[src/design/ghe_pkg.sv]
// Shared constants, types and helpers of the gray histogram equalizer.
`default_nettype none

package ghe_pkg;

  localparam int COUNT_BITS = 22;
  localparam int GRAY_W     = 8;
  localparam int BIN_N      = 256;
  localparam int ADDR_W     = 8;
  localparam int CUM_W      = COUNT_BITS + ADDR_W;
  localparam int NUM_W      = CUM_W + GRAY_W;
  localparam int QUO_W      = GRAY_W + 1;
  localparam int STEP_W     = 4;

  localparam logic [ADDR_W-1:0] LAST_BIN = ADDR_W'(BIN_N - 1);
  localparam logic [GRAY_W-1:0] GRAY_MAX = '1;
  localparam logic [STEP_W-1:0] TOP_STEP = STEP_W'(QUO_W - 1);

  localparam logic KIND_MAP   = 1'b0;
  localparam logic KIND_BUILD = 1'b1;

  typedef enum logic [1:0] {
    CMD_CLEAR = 2'd0,
    CMD_COUNT = 2'd1,
    CMD_BUILD = 2'd2,
    CMD_MAP   = 2'd3
  } ghe_cmd_e;

  typedef enum logic [2:0] {
    ST_IDLE,
    ST_CNT,
    ST_MAP,
    ST_BLD_RD,
    ST_BLD_ACC,
    ST_BLD_NUM,
    ST_BLD_DIV,
    ST_BLD_DONE
  } ghe_state_e;

  typedef struct packed {
    logic              rd;
    logic              wr;
    logic              clr;
    logic [ADDR_W-1:0] addr;
  } bin_ctrl_t;

  typedef struct packed {
    logic              done;
    logic [GRAY_W-1:0] quot;
  } div_stat_t;

  function automatic logic [COUNT_BITS-1:0] sat_inc(input logic [COUNT_BITS-1:0] v);
    logic [COUNT_BITS-1:0] r;
    r = (&v) ? v : v + COUNT_BITS'(1);
    return r;
  endfunction

endpackage

`default_nettype wire

[src/design/ghe_div_unit.sv]
// Restoring divider that yields one clamped quotient bit per cycle.
`default_nettype none

module ghe_div_unit (
  input  logic                            clk_i,
  input  logic                            rst_ni,
  input  logic                            start_i,
  input  logic [ghe_pkg::NUM_W-1:0]       numer_i,
  input  logic [ghe_pkg::COUNT_BITS-1:0]  denom_i,
  output ghe_pkg::div_stat_t              stat_o
);
  import ghe_pkg::*;

  logic                  busy_q, busy_d;
  logic                  done_q, done_d;
  logic [STEP_W-1:0]     step_q, step_d;
  logic [NUM_W-1:0]      rem_q, rem_d;
  logic [QUO_W-1:0]      quo_q, quo_d;
  logic [COUNT_BITS-1:0] den_q, den_d;
  logic [NUM_W-1:0]      shifted;
  logic                  fits;

  assign shifted = NUM_W'(den_q) << step_q;
  assign fits    = rem_q >= shifted;

  always_comb begin
    busy_d = busy_q;
    done_d = 1'b0;
    step_d = step_q;
    rem_d  = rem_q;
    quo_d  = quo_q;
    den_d  = den_q;
    if (start_i) begin
      busy_d = 1'b1;
      step_d = TOP_STEP;
      rem_d  = numer_i;
      quo_d  = '0;
      den_d  = denom_i;
    end else if (busy_q) begin
      if (fits) begin
        rem_d = rem_q - shifted;
      end
      quo_d = {quo_q[QUO_W-2:0], fits};
      if (step_q == '0) begin
        busy_d = 1'b0;
        done_d = 1'b1;
      end else begin
        step_d = step_q - STEP_W'(1);
      end
    end
  end

  always_ff @(posedge clk_i or negedge rst_ni) begin
    if (!rst_ni) begin
      busy_q <= 1'b0;
      done_q <= 1'b0;
      step_q <= '0;
    end else begin
      busy_q <= busy_d;
      done_q <= done_d;
      step_q <= step_d;
    end
  end

  always_ff @(posedge clk_i) begin
    rem_q <= rem_d;
    quo_q <= quo_d;
    den_q <= den_d;
  end

  always_comb begin
    stat_o.done = done_q;
    if (den_q == '0) begin
      stat_o.quot = '0;
    end else if (quo_q[QUO_W-1]) begin
      stat_o.quot = GRAY_MAX;
    end else begin
      stat_o.quot = quo_q[GRAY_W-1:0];
    end
  end

endmodule

`default_nettype wire

[config.mk]
export PLATFORM = sky130hd
export DESIGN_NAME = ghe_div_unit
export DESIGN_NICKNAME = d
export VERILOG_FILES = /design/src/design/ghe_pkg.sv /design/src/design/ghe_div_unit.sv
export SDC_FILE = /design/constraint.sdc
export NUM_CORES = 1
export LEC_CHECK = 0
export BUFFER_PORTS_ARGS = -buffer_cell sky130_fd_sc_hd__buf_2
export CAP_MARGIN = 20
export CORE_MARGIN = 2
export CORE_UTILIZATION = 37
export CTS_BUF_LIST = sky130_fd_sc_hd__clkbuf_8
export CTS_CLUSTER_DIAMETER = 30
export DETAILED_ROUTE_END_ITERATION = 10
export HOLD_SLACK_MARGIN = 0.05
export PLACE_DENSITY_LB_ADDON = 0.05
export SYNTH_ARGS = -nofsm -noshare
export SYNTH_HDL_FRONTEND = slang
export SYNTH_SLANG_ARGS = --single-unit
export TNS_END_PERCENT = 5
[constraint.sdc]
create_clock -name clk_i -period 15.4 [get_ports clk_i]
set_input_delay 3.08 -clock clk_i [delete_from_list [all_inputs] [get_ports clk_i]]
set_output_delay 3.08 -clock clk_i [all_outputs]
set_load 0.005 [all_outputs]
==> results.tsv <==
stage	metric	value	unit
drt	first_iter_violations	449	
synthesis	synth_nets	808	
sta	fin_crit_sh	36.4	%
grt	grt_max_degree	75	
drt	via_per_inst	5.52	
finish	final_nets	850	
synthesis	avgSynthCellArea	8.75	um2
finish	layout.cells.non_filler	973	
finish	fillCellCount	1703	
finish	multiInputGateArea	3810	um2
synthesis	ys_top_cells_by_count	98 x nand2_1, 68 x nor2_1, 60 x edfxtp_1	
critical_path	worstSetupPathType	flip-flop to flip-flop	
clock_tree	cts_root_buffer	clkbuf_8	
sta	hold_violations	0	
synthesis	ys_seq_area_share	34.5	%
die	num_io_pins	72	
die	core	16500	um2
sta	whs	531	ps
finish	drive_gt1_share	16.1	%
synthesis	synth_top_family_by_area	compound AO/OA/AOI/OAI gates	
sta	rsz0062_at_grt	no	
critical_path	r2r-start	step_q[1]$_DFFE_PN0P_	
critical_path	critical_path_arrival	5630	ps
synthesis	synthAdderAreaFrac	8.02	%
synthesis	yosys.area_share.simple	18.2	%
synthesis	syn_inst	706	
synthesis	synth_xor_area_share	4.25	%
die	start_util	37.5	%
synthesis	synthArstFlopShare	8.00	%
grt	antenna_found_initial	0	
grt	grt_overflow_total	0	
synthesis	synth_compound_area_share	22.1	%
placed_design	port_buffers	71	
synthesis	synth_area_leaders	edfxtp_1 29%, ha_1 7.7%, nand2_1 6.0%	
outcome	status	complete, no violations	
drt	wl_per_cell	17.3	um
clock_tree	cts_sinks	75	
die	die_h	133	um
placed_design	preCtsSetupSlack	9780	ps
clock_tree	path_clk_slew	80	ps
finish	n_antenna_cell	0	
synthesis	synthMuxAreaShare	8.87	%
drt	drtPass1Iterations	7	
sta	tns	0	ps
die	die_width	133	um
clock_tree	numCtsBuffers	9	
clock_tree	cts_tree	yes	
critical_path	endpoint_kind	flip-flop	
clock_tree	cts_max_path_buffers	2	
sta	setup_ws	9800	ps
synthesis	synth_top_area_cell	edfxtp_1	
synthesis	ys_types	63	
grt	grt_pass1_wl	27.4	mm
finish	syn2layout_area_growth	10.5	%
drt	drc	0	
synthesis	synth_most_common_cell	nand2_1	
placed_design	hpwl	12.9	mm
synthesis	synth_edf_count	60	
worst_hold_path	hp-start	quo_q[6]$_SDFFE_PP0P_	
sta	final-max-slew-violation-count	0	
critical_path	rr_worst_depth	14	
die	die_area	17800	um2
clock_tree	cts_resized	0	
placed_design	place_congestion	0.905	
placed_design	placedCellCount	957	
critical_path	critPathRequiredTime	15420	ps
sta	worst_pin_slew	1020	ps
worst_hold_path	hold_class	flip-flop to flip-flop	
job	maxCapViolCount	0	
synthesis	ys_ff_latch	75	
critical_path	startpoint_type	flip-flop	
finish	regArea	2130	um2
sta	max-slew-margin-rel	32.0	%
sta	setup_viol	0	
worst_hold_path	hold_path_end	quo_q[6]$_SDFFE_PP0P_	
worst_hold_path	holdPathStages	2	
drt	route.vias.total	5374	
sta	fmax	0.178	GHz
critical_path	r2r-end	rem_q[14]$_DFFE_PP_	
sta	clock_skew	20.4	ps
grt	grt_pass1_vias	5155	
clock_tree	cts-htree-levels	3	
clock_tree	insertion_delay	360	ps
synthesis	yosysTopAreaCellShare	29.1	%
drt	routed_wl	16.8	mm
critical_path	crit_fanout	29	
synthesis	yosys_warnings	0	
sta	fin_crit	5600	ps
synthesis	syn_area	6180	um2
drt	ant_nets	0	
die	placementRows	47	
grt	grt_use_total	19.5	%
clock_tree	cts_hold_buf	0	
critical_path	r2r_slack	9800	ps
synthesis	synthFlopType	edfxtp_1	
clock_tree	post_cts_buffers	0	
through the flow:
step	utilization, %	area, um2
6_report	41.5	6830
5_1_grt	41.5	6830
4_1_cts	41.5	6830
3_5_place_dp	40.5	6670
3_3_place_gp	40.5	6670
2_1_floorplan	-	6180
critical path: stages (launching register included):
cell	delay, ps
dfrtp_1	900
clkinv_1	660
mux2i_1	420
mux2i_1	140
or2_2	300
ha_1	360
nand3_1	170
nor2_1	130
o21ai_1	120
a31oi_1	320
o21bai_1	140
a21oi_1	270
o211ai_1	230
a31oi_4	620
buf_4	460
cells by family (layout without fill, tap and decap cells):
family	count (synthesis)	after routing
compound gates	208	208
xor+xnor	30	30
fa+ha+maj	39	39
buf+inv	59	106
flops	75	75
mux	46	46
simple gates	249	249
registers in the layout, indices dropped and copies added, names as in the netlist:
register	count
den_q	22
done_q	1
busy_q	1
quo_q	9
rem_q	38
step_q	4
cell usage in the layout, fill, tap and decap left out, drive strengths merged, types with 4 or more instances in the layout:
cell	instances
clkinv	6
clkbuf	9
nand2	98
mux4	6
nor4	9
xor2	12
or2	4
buf	76
a21o	19
mux2i	30
nor3	10
nand4	9
and2	6
nand3	16
o21a	12
o21bai	4
xnor2	18
dfxtp	9
dfrtp	6
edfxtp	60
mux2	10
a211o	4
nor2	68
a22oi	4
ha	38
inv	15
o31a	4
a21oi	44
o21ai	66
a31oi	8
a211oi	12
o31ai	8
nor2b	12
worst max-delay path by stage:
stage	from	end	slack, ps	depth (start not counted)
2_1_floorplan	start_i	rem_q[0]$_DFFE_PP_	9070	5
3_3_place_gp	step_q[1]$_DFFE_PN0P_	rem_q[21]$_DFFE_PP_	10040	14
3_5_place_dp	step_q[1]$_DFFE_PN0P_	rem_q[20]$_DFFE_PP_	9780	14
4_1_cts	step_q[1]$_DFFE_PN0P_	rem_q[14]$_DFFE_PP_	9790	14
5_1_grt	step_q[1]$_DFFE_PN0P_	rem_q[14]$_DFFE_PP_	9170	14
6_report	step_q[1]$_DFFE_PN0P_	rem_q[14]$_DFFE_PP_	9800	14
layout make-up:
cell class                      count  share of cell area [%]
Clock buffer                        9                    1.81
Sequential cell                    75                    31.2
Tap cell                          220                    4.03
Inverter                           14                   0.770
Timing Repair Buffer               76                    5.79
Clock inverter                      7                   0.550
Multi-Input combinational cell    572                    55.8
routing by layer:
| metal | up-vias | global-route usage, % | share of wire (%) |
|---|---|---|---|
| met3 | 17 | 3.65 | 5.7 |
| met2 | 166 | 30.0 | 44 |
| met5 | - | 0 | 0 |
| met4 | 0 | 6.38 | 1.7 |
| li1 | 2703 | - | - |
| met1 | 2488 | 27.7 | 48 |
Power is not shown: default switching activity piles up to over one toggle a cycle in this logic, so the estimate is an artifact.
